`src/design/dmwb_pkg.sv`:
```
`default_nettype none

package dmwb_pkg;

  localparam int LINE_COUNT = 512;
  localparam int IDX_W      = $clog2(LINE_COUNT);
  localparam int ADDR_W     = 29;
  localparam int DATA_W     = 32;
  localparam int LINE_AW    = ADDR_W - 4;
  localparam int TAG_W      = LINE_AW - IDX_W;
  localparam int WORD_AW    = IDX_W + 2;
  localparam int TENT_W     = TAG_W + 2;
  localparam int WORD_COUNT = LINE_COUNT * 4;

  typedef logic [1:0] op_t;
  localparam op_t OP_READ  = 2'd0;
  localparam op_t OP_WRITE = 2'd1;
  localparam op_t OP_FILL  = 2'd2;

  typedef enum logic [2:0] {
    KIND_READ  = 3'd0,
    KIND_WRITE = 3'd1,
    KIND_WB    = 3'd2,
    KIND_REQ   = 3'd3,
    KIND_ERR   = 3'd4
  } kind_t;

  typedef struct packed {
    op_t               op;
    logic [ADDR_W-1:0] address;
    logic [DATA_W-1:0] write_data;
    logic [DATA_W-1:0] bit_mask;
    logic [DATA_W-1:0] fill_data;
  } in_item_t;

  typedef struct packed {
    kind_t             kind;
    logic [ADDR_W-1:0] mem_address;
    logic [DATA_W-1:0] data;
    logic              last;
  } out_item_t;

  typedef enum logic [2:0] {
    CMD_ERR       = 3'd0,
    CMD_HIT       = 3'd1,
    CMD_MISS      = 3'd2,
    CMD_FILL      = 3'd3,
    CMD_FILL_LAST = 3'd4
  } cmd_kind_t;

  typedef struct packed {
    cmd_kind_t         kind;
    logic              is_write;
    logic [ADDR_W-1:0] addr;
    logic [DATA_W-1:0] wdata;
    logic [DATA_W-1:0] mask;
    logic [1:0]        fword;
    logic [DATA_W-1:0] fdata;
    logic [TAG_W-1:0]  vic_tag;
    logic              vic_dirty;
  } cmd_t;

  typedef struct packed {
    logic             valid;
    logic             dirty;
    logic [TAG_W-1:0] tag;
  } tag_entry_t;

  function automatic logic [IDX_W-1:0] line_of(input logic [ADDR_W-1:0] a);
    return a[IDX_W+3:4];
  endfunction

  function automatic logic [TAG_W-1:0] tag_of(input logic [ADDR_W-1:0] a);
    return a[ADDR_W-1:IDX_W+4];
  endfunction

  function automatic logic [WORD_AW-1:0] word_of(input logic [ADDR_W-1:0] a);
    return {a[IDX_W+3:4], a[3:2]};
  endfunction

endpackage

`default_nettype wire

```
`src/design/dmwb_cmdq.sv`:
```
`default_nettype none

module dmwb_cmdq
  import dmwb_pkg::*;
(
  input  wire logic clk,
  input  wire logic rst_n,
  input  wire logic push,
  input  wire cmd_t push_data,
  output logic      full,
  output logic      empty,
  input  wire logic pop,
  output cmd_t      head
);

  cmd_t       entries_r [2];
  logic       wptr_r, rptr_r;
  logic [1:0] cnt_r;
  logic       do_push, do_pop;

  assign full    = (cnt_r == 2'd2);
  assign empty   = (cnt_r == 2'd0);
  assign head    = entries_r[rptr_r];
  assign do_push = push & ~full;
  assign do_pop  = pop & ~empty;

  always_ff @(posedge clk) begin
    if (!rst_n) begin
      wptr_r <= 1'b0;
      rptr_r <= 1'b0;
      cnt_r  <= 2'd0;
    end else begin
      if (do_push) begin
        wptr_r <= ~wptr_r;
      end
      if (do_pop) begin
        rptr_r <= ~rptr_r;
      end
      case ({do_push, do_pop})
        2'b10:   cnt_r <= cnt_r + 2'd1;
        2'b01:   cnt_r <= cnt_r - 2'd1;
        default: cnt_r <= cnt_r;
      endcase
    end
  end

  always_ff @(posedge clk) begin
    if (do_push) begin
      entries_r[wptr_r] <= push_data;
    end
  end

endmodule

`default_nettype wire

```
`config.mk`:
```
export PLATFORM = sky130hd
export DESIGN_NAME = dmwb_cmdq
export DESIGN_NICKNAME = d
export VERILOG_FILES = /design/src/design/dmwb_pkg.sv /design/src/design/dmwb_cmdq.sv
export SDC_FILE = /design/constraint.sdc
export NUM_CORES = 1
export LEC_CHECK = 0
export BUFFER_PORTS_ARGS = -buffer_cell sky130_fd_sc_hd__buf_2
export CORE_ASPECT_RATIO = 1.2
export CORE_MARGIN = 4
export CORE_UTILIZATION = 50
export DETAILED_ROUTE_END_ITERATION = 7
export PLACE_DENSITY = 0.8
export SLEW_MARGIN = 20
export SYNTH_ARGS = -nofsm -noshare
export SYNTH_HDL_FRONTEND = slang
export SYNTH_SLANG_ARGS = --single-unit
```
`constraint.sdc`:
```
create_clock -name clk -period 11.9 [get_ports clk]
set_clock_uncertainty 0.2 [all_clocks]
set_input_delay 1.19 -clock clk [delete_from_list [all_inputs] [get_ports clk]]
set_output_delay 1.19 -clock clk [all_outputs]
set_load 0.1 [all_outputs]
```
==> flow_metrics.tcl <==
set metrics [dict create \
    run_status "finished clean" \
    max_stage_delay_ps 1000 \
    rsz0062_at_grt "no" \
    cp-end-kind "output pin" \
    syn_area_per_cell_um2 22.4 \
    overflow 0 \
    ys_warn_count 0 \
    dp_hpwl_um 14300 \
    stdcell_count 1096 \
    htreeDepth 1 \
    area_delta_synth_final_pct 24.2 \
    antenna_found_initial 6 \
    grt_pass1_vias 6112 \
    start_util_pct 51.3 \
    fin_nets 957 \
    clockBufferDepth 3 \
    route.vias.total 5590 \
    synth-seq-area-share_pct 82.6 \
    hold_viol_final 0 \
    hold_buffers 0 \
    cts_setup_buffers 0 \
    critPathKind "flop to output pin" \
    worst-endpoint-arrival_ps 3320 \
    cts_tree "done" \
    cts_sinks 301 \
    die-area_mm2 0.0242 \
    cts_resized 0 \
    worst_pin_slew_ps 1060 \
    crit_chain "buf_4 > mux2_2 > buf_2" \
    numCtsBuffers 28 \
    layout-drive-gt1-share_pct 59.7 \
    drt_pass1_iterations 5 \
    wire_per_inst_um 19.4 \
    post-place-cells 1044 \
    synthesis.area_mm2 0.0109 \
    cp_slowest_cell "dfxtp_4" \
    fin_crit_ps 4710 \
    design.core.area_mm2 0.0212 \
    rr_worst_depth 5 \
    setup_violations 0 \
    maxCapViolCount 0 \
    die_h_um 170 \
    io_pins 302 \
    synth_fp_nets 639 \
    maxSlewViolCount 0 \
    hp-class "flop to flop" \
    drc 0 \
    via_per_inst 5.10 \
    synth-seq-cells 301 \
    first_iter_violations 298 \
    yosysTopAreaCellShare_pct 81.7 \
    track_usage_pct 17.1 \
    slew_headroom_pct 29.4 \
    whs_path_depth 2 \
    clk_pin_slew_ps 60 \
    yosysTopAreaCell "edfxtp_1" \
    clock_latency_ps 510 \
    min_period_over_period_pct 39.6 \
    grt_max_degree 77 \
    finalSetupTns_ps 0 \
    ctsRootBufferMaster "clkbuf_16" \
    nFillCells 1482 \
    die_w_um 143 \
    worst_setup_path_start_kind "flop" \
    synthTopCellsByArea "edfxtp_1 82%, mux2_2 15%, dfxtp_1 0.92%" \
    crit_required_ps 10510 \
    final_antenna_net_count 0 \
    synth_cell_type_count 19 \
    port_buffers 301 \
    fmaxAchievable_mhz 212 \
    grt_pass1_wl_um 32200 \
    crit_fanout 76 \
    gp_congestion 0.801 \
    drt_wl_total_um 21300 \
    rows 58 \
    netlist_instances 486 \
]
==> sequential cells by signal, summed over array words and instances (netlist names), named ones only <==
name / count
entries_r: 296
cnt_r: 2
rptr_r: 1
wptr_r: 1
==> cell usage in the layout (no fill, tap or decap), types with 3 or more instances in the layout <==
master and count:
xnor2_1 3, clkinv_2 3, buf_4 3, dfxtp_1 4, edfxtp_1 296, mux2_2 148
clkbuf_1 10, buf_2 301, clkbuf_16 29, diode_2 4, clkinv_1 4
==> layout make-up <==
type	instances	area (um^2)	share of cell area (%)
sequential	301	8990	66.5
inverter	3	16.3	0.120
tap	270	338	2.50
clock inverter	9	67.6	0.500
antenna	4	10.0	0.0741
clock buffer	39	763	5.65
multi-input combinational	166	1800	13.3
timing repair buffer	304	1530	11.3
==> Yosys cell counts, drive strengths merged <==
master,number
xnor2,3
dfxtp,5
and3,1
nor2b,2
a21boi,2
nor2,1
and2,1
ha,1
o21a,1
nand2b,1
mux2,148
edfxtp,296
nand2,1
inv,3
buf,16
o21ai,2
or3,2
==> final timing paths <==
path                 start  slack (ps)                 to
setup / recovery      flop        7190           head[12]
hold / removal      wptr_r         300             wptr_r
setup reg to reg  cnt_r[0]        8760  entries_r[0][138]
hold reg to reg     wptr_r         300             wptr_r
==> metal layers <==
| metal | share of wire (%) | GRT usage, % |
|---|---|---|
| met1 | 35 | 18.7 |
| met5 | 0.089 | 0 |
| met3 | 9.4 | 5.44 |
| met2 | 51 | 29.8 |
| met4 | 4.9 | 8.43 |
==> metrics by stage <==
stage	worst slack (ps)	hold WS (ps)	area (um^2)	util, %
after floorplan	6540	257	10900	-
after global placement	7740	275	12700	59.8
after detailed placement	7730	289	12700	59.8
after CTS	7160	301	13500	63.7
after global routing	7030	331	13500	63.8
final	7190	303	13500	63.8
==> critical path: cells and delay by family, from the launching register on <==
kind                   cells  cell delay, ps
buffers and inverters      2            1270
DFF                        1            1000
muxes                      1             310
==> cell families (layout without fill, tap and decap cells) <==
family,Yosys count,count (layout),share of synthesized area [%]
buffers and inverters,19,355,0.886
adders and majority gates,1,1,0.115
muxes,148,148,15.3
DFF,301,301,82.6
other,0,4,0
AOI/OAI and AO/OA,5,5,0.299
xor gates and xnor gates,3,3,0.242
and+or+nand+nor,9,9,0.495
Power is left out: the tool's default activity adds up to more than one toggle a clock period on the data nets, which glitch-free logic cannot reach.
