**config.mk**
```make
export PLATFORM = sky130hd
export DESIGN_NAME = dmwb_front
export DESIGN_NICKNAME = d
export VERILOG_FILES = /design/src/design/dmwb_pkg.sv /design/src/design/dmwb_front.sv
export SDC_FILE = /design/constraint.sdc
export NUM_CORES = 1
export LEC_CHECK = 0
export BUFFER_PORTS_ARGS = -buffer_cell sky130_fd_sc_hd__buf_2
export CORE_MARGIN = 4
export CORE_UTILIZATION = 45
export DETAILED_ROUTE_END_ITERATION = 12
export GPL_ROUTABILITY_DRIVEN = 1
export PLACE_DENSITY = 0.76
export SYNTH_ARGS = -nofsm -noshare
export SYNTH_HDL_FRONTEND = slang
export SYNTH_SLANG_ARGS = --single-unit
```
**constraint.sdc**
```tcl
create_clock -name clk -period 10 [get_ports clk]
set_clock_uncertainty 0.1 [all_clocks]
set_input_delay 0.5 -clock clk [delete_from_list [all_inputs] [get_ports clk]]
set_output_delay 0.5 -clock clk [all_outputs]
set_load 0.02 [all_outputs]
```
**src/design/dmwb_pkg.sv**
```systemverilog
`default_nettype none

package dmwb_pkg;

  localparam int LINE_COUNT = 512;
  localparam int IDX_W      = $clog2(LINE_COUNT);
  localparam int ADDR_W     = 29;
  localparam int DATA_W     = 32;
  localparam int LINE_AW    = ADDR_W - 4;
  localparam int TAG_W      = LINE_AW - IDX_W;
  localparam int WORD_AW    = IDX_W + 2;
  localparam int TENT_W     = TAG_W + 2;
  localparam int WORD_COUNT = LINE_COUNT * 4;

  typedef logic [1:0] op_t;
  localparam op_t OP_READ  = 2'd0;
  localparam op_t OP_WRITE = 2'd1;
  localparam op_t OP_FILL  = 2'd2;

  typedef enum logic [2:0] {
    KIND_READ  = 3'd0,
    KIND_WRITE = 3'd1,
    KIND_WB    = 3'd2,
    KIND_REQ   = 3'd3,
    KIND_ERR   = 3'd4
  } kind_t;

  typedef struct packed {
    op_t               op;
    logic [ADDR_W-1:0] address;
    logic [DATA_W-1:0] write_data;
    logic [DATA_W-1:0] bit_mask;
    logic [DATA_W-1:0] fill_data;
  } in_item_t;

  typedef struct packed {
    kind_t             kind;
    logic [ADDR_W-1:0] mem_address;
    logic [DATA_W-1:0] data;
    logic              last;
  } out_item_t;

  typedef enum logic [2:0] {
    CMD_ERR       = 3'd0,
    CMD_HIT       = 3'd1,
    CMD_MISS      = 3'd2,
    CMD_FILL      = 3'd3,
    CMD_FILL_LAST = 3'd4
  } cmd_kind_t;

  typedef struct packed {
    cmd_kind_t         kind;
    logic              is_write;
    logic [ADDR_W-1:0] addr;
    logic [DATA_W-1:0] wdata;
    logic [DATA_W-1:0] mask;
    logic [1:0]        fword;
    logic [DATA_W-1:0] fdata;
    logic [TAG_W-1:0]  vic_tag;
    logic              vic_dirty;
  } cmd_t;

  typedef struct packed {
    logic             valid;
    logic             dirty;
    logic [TAG_W-1:0] tag;
  } tag_entry_t;

  function automatic logic [IDX_W-1:0] line_of(input logic [ADDR_W-1:0] a);
    return a[IDX_W+3:4];
  endfunction

  function automatic logic [TAG_W-1:0] tag_of(input logic [ADDR_W-1:0] a);
    return a[ADDR_W-1:IDX_W+4];
  endfunction

  function automatic logic [WORD_AW-1:0] word_of(input logic [ADDR_W-1:0] a);
    return {a[IDX_W+3:4], a[3:2]};
  endfunction

endpackage

`default_nettype wire

```
**src/design/dmwb_front.sv**
```systemverilog
`default_nettype none

module dmwb_front
  import dmwb_pkg::*;
(
  input  wire logic             clk,
  input  wire logic             rst_n,
  input  wire logic             in_push,
  output logic                  in_full,
  input  wire in_item_t         in_item,
  output logic                  tag_re,
  output logic      [IDX_W-1:0] tag_raddr,
  input  wire tag_entry_t       tag_rdata,
  input  wire logic             back_idle,
  input  wire logic             q_full,
  input  wire logic             q_empty,
  output logic                  q_push,
  output cmd_t                  q_data
);

  typedef enum logic [2:0] {
    F_IDLE  = 3'b001,
    F_CLASS = 3'b010,
    F_LOOK  = 3'b100
  } fstate_t;

  fstate_t           state_r, state_nxt;
  in_item_t          item_r, item_nxt;
  logic              await_r, await_nxt;
  logic [1:0]        fcnt_r, fcnt_nxt;
  logic              pend_wr_r, pend_wr_nxt;
  logic [ADDR_W-1:0] pend_addr_r, pend_addr_nxt;
  logic [DATA_W-1:0] pend_data_r, pend_data_nxt;
  logic [DATA_W-1:0] pend_mask_r, pend_mask_nxt;

  assign in_full   = (state_r != F_IDLE);
  assign tag_raddr = line_of(item_r.address);

  always_comb begin
    state_nxt     = state_r;
    item_nxt      = item_r;
    await_nxt     = await_r;
    fcnt_nxt      = fcnt_r;
    pend_wr_nxt   = pend_wr_r;
    pend_addr_nxt = pend_addr_r;
    pend_data_nxt = pend_data_r;
    pend_mask_nxt = pend_mask_r;
    q_push        = 1'b0;
    q_data        = '0;
    q_data.kind   = CMD_ERR;
    tag_re        = 1'b0;
    case (state_r)
      F_IDLE: begin
        if (in_push) begin
          item_nxt  = in_item;
          state_nxt = F_CLASS;
        end
      end
      F_CLASS: begin
        if (await_r) begin
          if (!q_full) begin
            q_push    = 1'b1;
            state_nxt = F_IDLE;
            if (item_r.op == OP_FILL) begin
              q_data.is_write = pend_wr_r;
              q_data.addr     = pend_addr_r;
              q_data.wdata    = pend_data_r;
              q_data.mask     = pend_mask_r;
              q_data.fword    = fcnt_r;
              q_data.fdata    = item_r.fill_data;
              if (fcnt_r == 2'd3) begin
                q_data.kind = CMD_FILL_LAST;
                await_nxt   = 1'b0;
                fcnt_nxt    = 2'd0;
              end else begin
                q_data.kind = CMD_FILL;
                fcnt_nxt    = fcnt_r + 2'd1;
              end
            end
          end
        end else if (item_r.op != OP_READ && item_r.op != OP_WRITE) begin
          if (!q_full) begin
            q_push    = 1'b1;
            state_nxt = F_IDLE;
          end
        end else if (back_idle && q_empty) begin
          // tag lookup only once all earlier line updates have landed
          tag_re    = 1'b1;
          state_nxt = F_LOOK;
        end
      end
      F_LOOK: begin
        q_push          = 1'b1;
        q_data.is_write = (item_r.op == OP_WRITE);
        q_data.addr     = item_r.address;
        q_data.wdata    = item_r.write_data;
        q_data.mask     = item_r.bit_mask;
        q_data.vic_tag  = tag_rdata.tag;
        q_data.vic_dirty = tag_rdata.valid & tag_rdata.dirty;
        if (tag_rdata.valid && tag_rdata.tag == tag_of(item_r.address)) begin
          q_data.kind = CMD_HIT;
        end else begin
          q_data.kind   = CMD_MISS;
          await_nxt     = 1'b1;
          fcnt_nxt      = 2'd0;
          pend_wr_nxt   = (item_r.op == OP_WRITE);
          pend_addr_nxt = item_r.address;
          pend_data_nxt = item_r.write_data;
          pend_mask_nxt = item_r.bit_mask;
        end
        state_nxt = F_IDLE;
      end
      default: begin
        state_nxt = F_IDLE;
      end
    endcase
  end

  always_ff @(posedge clk) begin
    if (!rst_n) begin
      state_r     <= F_IDLE;
      await_r     <= 1'b0;
      fcnt_r      <= 2'd0;
      pend_wr_r   <= 1'b0;
      pend_addr_r <= '0;
      pend_data_r <= '0;
      pend_mask_r <= '0;
    end else begin
      state_r     <= state_nxt;
      await_r     <= await_nxt;
      fcnt_r      <= fcnt_nxt;
      pend_wr_r   <= pend_wr_nxt;
      pend_addr_r <= pend_addr_nxt;
      pend_data_r <= pend_data_nxt;
      pend_mask_r <= pend_mask_nxt;
    end
  end

  always_ff @(posedge clk) begin
    item_r <= item_nxt;
  end

endmodule

`default_nettype wire

```
==> impl_metrics.toml, run 1 <==
[sta]
fin_tns_setup_ns = 0
timing.final.ws_setup_ns = 5.43
slew_violations = 0
min_period_ns = 4.57
fin_crit_sh_pct = 45.7
setup_viol = 0
grt_setup_unrepaired = "false"
whs_ns = 0.0349
maxSlewHeadroom_pct = 18.8
max_slew.worst_pin.slew_ns = 1.22
fmax_mhz = 219
hold_viol = 0

[logic_synthesis]
synth-seq-cells = 227
synth_nets = 1207
synth_top_area_share_pct = 34.4
netlist_instances = 1055
yosys_warnings = 0
ys.flop_type = "edfxtp_1"
async_flop_share_pct = 0
syn_avg_cell_area_um2 = 10.5
seq_area_frac_synth_pct = 52.4
synth_most_common_cell = "nand4_1"
synth-edff-count = 127
ys_types = 34
synth.area.top_cells = "edfxtp_1 (34%), dfxtp_1 (18%), nand4_1 (16%)"
synth_common_cells = "nand4_1 (284), edfxtp_1 (127), clkbuf_1 (116), dfxtp_1 (100), nand3_1 (96)"
yosys.area.top_type = "edfxtp_1"
syn_area_um2 = 11100

[cells_and_area]
area_growth_pct = 21.2
diodes = 0
multiInputGateArea_um2 = 4650
seq_area_um2 = 5820
fin_cells = 1596
n_fill_cell = 2142
final_layout_size_suffix_gt1_share_pct = 29.9
fin_nets = 1404

[grt]
grt_util_all_layers_pct = 22.6
antenna_found_initial = 1
grt_pass1_wl_um = 50500
grt.overflow.total = 0
grt_pass1_vias = 9558
grt_max_degree = 149

[drt]
viasPerCell = 6.38
wl_per_cell_um = 20.5
route.vias.total = 10200
routed_wl_um = 32700
route.detailed.drc = 0
drt_first_iter_violations = 996
detail-route-antenna-nets = 0
firstDrtPassIters = 5

[clocking]
cts.clk_slew.worst_paths_ns = 0.06
clock_path_buffers = 3
clkLatencyLatePin_ns = 0.54
cts_buffers = 26
cts_resized = 0
cts_root_buffer = "clkbuf_16"
hold_buffers = 0
cts_tree = "done"
clock_sinks = 227
postCtsSetupRepairBufs = 0
htreeDepth = 1

[floorplanning]
pin_count = 311
start_util_pct = 45.6
die-area_um2 = 27200
die_height_um = 165
num_rows = 57
coreArea_um2 = 24300
die_w_um = 165

[run]
cap_violations = 0

[hold_path]
hold_class = "primary input to flip-flop"

[placed_design]
dp.cells = 1548
dp_slack_ns = 6.10
place_congestion = 0.843
place_hpwl_um = 19500
io_buffers = 310

[worst_setup_path]
critPathLaunchType = "flip-flop"
path_class = "flip-flop to primary output"
worstPathCellList = "nor2_1, and2_4, buf_4, a22o_1, buf_2"
critPathCaptureType = "primary output"
cp_slowest_stage_delay_ns = 0.88
crit_path_max_fanout = 99
crit_arrival_ns = 3.97
slowest_stage = "buf_4"
required_ns = 9.40

[outcome]
status = "finished clean"

[pwr]
powerDensity_nw_per_um2 = 159
leakage_nw = 5.50
peakVddDrop_mv = 0.161
-- layout by cell type, fill, tap and decap left out, drive strengths merged --
cell type,instances
o221a,1
or2,3
mux2i,1
edfxtp,127
nand4,284
a22o,94
nor2b,3
a21boi,1
nand4b,93
xnor2,16
inv,1
a31oi,1
nand2b,1
o21ai,2
nand2,3
o21a,1
nor2,7
a21oi,1
nand3,96
o31ai,1
and2,3
buf,324
bufinv,2
nor3,1
nor3b,1
and3,54
nor4b,1
or3b,2
dfxtp,100
ha,1
clkinv,14
clkbuf,32
-- power by group --
group | total [W] | leakage, nW | internal [W] | switching (W)
sequential | 0.00106 | 2.02 | 0.00103 | 0.0000272
clock | 0.000980 | 0.447 | 0.000589 | 0.000391
combinational | 0.000103 | 3.04 | 0.0000337 | 0.0000690
total | 0.00214 | 5.50 | 0.00165 | 0.000487
-- final cells by class --
cell class | count | share of cell area, %
Sequential cell | 227 | 43.3
Inverter | 1 | 0.0279
Timing Repair Buffer | 324 | 12.4
Clock inverter | 16 | 1.03
Tap cell | 324 | 3.02
Clock buffer | 32 | 5.63
Multi-Input combinational cell | 672 | 34.6
-- worst max-delay path, delay by kind of cell (launching register included) --
family,cells,cell delay (ns)
AND/OR/NAND/NOR,2,1.62
buffers and inverters,2,1.06
flip-flops,1,0.33
AO/OA/AOI/OAI,1,0.31
-- worst paths after layout --
path / depth (start not counted) / start / to / slack [ns]
hold / removal: 1 / in_item[51] / item_r[51] / 0.03
hold reg to reg: 2 / pend_data_r[6] / pend_data_r[6] / 0.41
setup reg to reg: 4 / state_r[2] / item_r[79] / 6.42
setup / recovery: 5 / state_r[1] / q_data[73] / 5.43
-- flip-flops by register name (all words and copies together) (netlist names) --
| name | flops |
|---|---|
| item_r | 118 |
| pend_data_r | 32 |
| pend_mask_r | 32 |
| pend_addr_r | 29 |
| tag_raddr | 9 |
| state_r | 3 |
| fcnt_r | 2 |
| await_r | 1 |
| pend_wr_r | 1 |
-- logic make-up after synthesis --
group	Yosys count	share of synthesized area, %
simple gates	552	32.2
buf+inv	156	5.96
compound gates	102	7.92
xor+xnor	16	1.26
mux	1	0.0902
fa+ha+maj	1	0.113
flops	227	52.4
-- stage by stage --
stage	area, um2	util [%]	total power, W
2_1_floorplan	11100	-	0.00113
5_1_grt	13400	55.3	0.00221
3_5_place_dp	12500	51.6	0.00118
4_1_cts	13400	55.3	0.00216
6_report	13400	55.3	0.00214
3_3_place_gp	12500	51.6	0.00118
-- metal layers --
metal | track usage [%] | up-vias | part of all wire (%)
li1 | - | 4696 | -
met1 | 30.4 | 4935 | 41
met5 | 0 | - | 0.040
met3 | 4.64 | 56 | 8.6
met4 | 7.90 | 2 | 3.1
met2 | 36.5 | 494 | 47
Note: power is estimated with default switching activity, not from simulation.
==> run 2: changes to the inputs <==
--- a/config.mk
+++ b/config.mk
@@ -10,7 +10,7 @@
 export CORE_UTILIZATION = 45
 export DETAILED_ROUTE_END_ITERATION = 12
 export GPL_ROUTABILITY_DRIVEN = 1
-export PLACE_DENSITY = 0.76
+export PLACE_DENSITY = 0.79
 export SYNTH_ARGS = -nofsm -noshare
 export SYNTH_HDL_FRONTEND = slang
 export SYNTH_SLANG_ARGS = --single-unit
==> constraint.sdc (replaced) <==
create_clock -name clk -period 4 [get_ports clk]
set_clock_uncertainty 0.1 [all_clocks]
set_input_delay 0.2 -clock clk [delete_from_list [all_inputs] [get_ports clk]]
set_output_delay 0.2 -clock clk [all_outputs]
set_load 0.02 [all_outputs]
==> run 2 against run 1 <==
Power rose by 150%. Clock power rose by 130%. Critical path depth rose by 1. Sequential power rose to 2.5 times the previous value. Critical endpoint is now q_data[85].
==> impl_metrics.toml, run 2 (synthesized netlist as in run 1, its figures left out) <==
[cells_and_area]
fin_area_um2 = 14800
final_common_cell = "buf_2"
fin_nets = 1547
mostFrequentLayoutCells = "buf_2 (309), nand4_1 (284), dlygate4sd3_1 (130), edfxtp_1 (127), dfxtp_1 (100)"
area_growth_pct = 33.8
regMostFlops = "item_r"
largest_register_ffs = 118
fin_cells = 1738
reg.largest.list = "item_r: 118 flops, pend_data_r: 32 flops, pend_mask_r: 32 flops"
final_layout_size_suffix_gt1_share_pct = 27.9
diodes = 0

[worst_setup_path]
path_class = "flip-flop to primary output"
crit_arrival_ns = 3.20
crit_path_max_fanout = 51
critPathCaptureType = "primary output"
required_ns = 3.70
critPathLaunchType = "flip-flop"

[clocking]
cts_root_buffer = "clkbuf_16"
clock_sinks = 227
clkLatencyLatePin_ns = 0.54
cts.clk_slew.worst_paths_ns = 0.06
cts_tree = "done"
postCtsSetupRepairBufs = 0
cts_buffers = 26
htreeDepth = 1
clock_path_buffers = 3

[sta]
setup_viol = 0
max_slew.worst_pin.slew_ns = 0.972
slew_violations = 0
min_period_ns = 3.50
grt_setup_unrepaired = "false"
fin_crit_sh_pct = 87.6
hold_viol = 0
fin_tns_setup_ns = 0
fmax_mhz = 285
maxSlewHeadroom_pct = 35.2

[drt]
route.detailed.drc = 0
route.vias.total = 11000
viasPerCell = 6.31
firstDrtPassIters = 6
detail-route-antenna-nets = 0
drt_first_iter_violations = 1154
wl_per_cell_um = 20.6
routed_wl_um = 35700

[floorplanning]
pin_count = 311
num_rows = 57
start_util_pct = 45.6
die-area_um2 = 27200
coreArea_um2 = 24300
die_w_um = 165
die_height_um = 165

[placed_design]
place_congestion = 0.807
dp.cells = 1561
io_buffers = 310
place_hpwl_um = 20600
place_area_um2 = 12700

[grt]
grt.overflow.total = 0
grt_util_all_layers_pct = 24.7
antenna_found_initial = 0
grt_pass1_wl_um = 55000
grt_max_degree = 149
grt_pass1_vias = 10400

[pwr]
total_power_w = 0.00530
peakVddDrop_mv = 0.321
leakage_nw = 6.10
powerDensity_nw_per_um2 = 357

[hold_path]
hold_class = "primary input to flip-flop"

[run]
cap_violations = 0

[outcome]
status = "finished clean"
## run 2: cell types whose count changed in the layout (fill, tap and decap cells not counted), sizes merged
cell         previous run  this run
clkbuf                 32        34
bufinv                  2         0
dlygate4sd3             0       130
buf                   324       337
clkinv                 14        13
## run 2: final cells by class
cell class              count  area, um2
clock buffers              34        742
clock inverters            13       80.1
fillers                  1891       9480
inverters                   1       3.75
multi-input cells         672       4650
flip-flops and latches    227       5820
well taps                 324        405
repair buffers            467       3140
## run 2: worst paths after layout
path / start / endpoint / slack [ns] / depth (start not counted)
min reg2reg: pend_data_r[14] / pend_data_r[14] / 0.41 / 2
min: rst_n / state_r[0] / 0.10 / 2
max reg2reg: state_r[2] / pend_data_r[8] / 1.36 / 5
max: state_r[2] / q_data[85] / 0.50 / 6
## run 2: power breakdown
part	internal, W	leakage (nW)	switching, W
Clock	0.00131	0.419	0.000976
Combinational	0.000173	3.66	0.000194
Sequential	0.00258	2.02	0.0000725
## run 2: worst max-delay path: stages, from the launching register on
cell and delay, ns:
dfxtp_1 0.52, or3b_4 0.53, nor4b_4 0.25, and2_4 0.64
buf_12 0.31, a22o_1 0.20, buf_2 0.17
## run 2: routing by layer
metal / vias up / part of all wire [%] / track usage, % / wire length (um)
met5: - / 0 / 0 / 0
met3: 85 / 8.6 / 4.84 / 3060
met4: 0 / 3.3 / 8.09 / 1170
met1: 5318 / 38 / 31.2 / 13700
met2: 583 / 50 / 42.7 / 17800
li1: 4984 / - / - / -
## run 2: through the flow
step	hold slack, ns	setup slack, ns	util (%)
floorplan	0.199	0.496	-
global placement	0.276	1.27	52.3
detailed placement	0.278	1.14	52.3
CTS	0.0743	0.550	61.0
global route	0.130	0.347	61.0
finish	0.101	0.495	61.0
## run 2: what timing repair did
| item | CTS | global route |
|---|---|---|
| endpoints found under the hold margin | 130 | 0 |
| endpoints found under the setup margin | 0 | 0 |
| hold buffers | 130 | 0 |
| resized for setup | 0 | 0 |
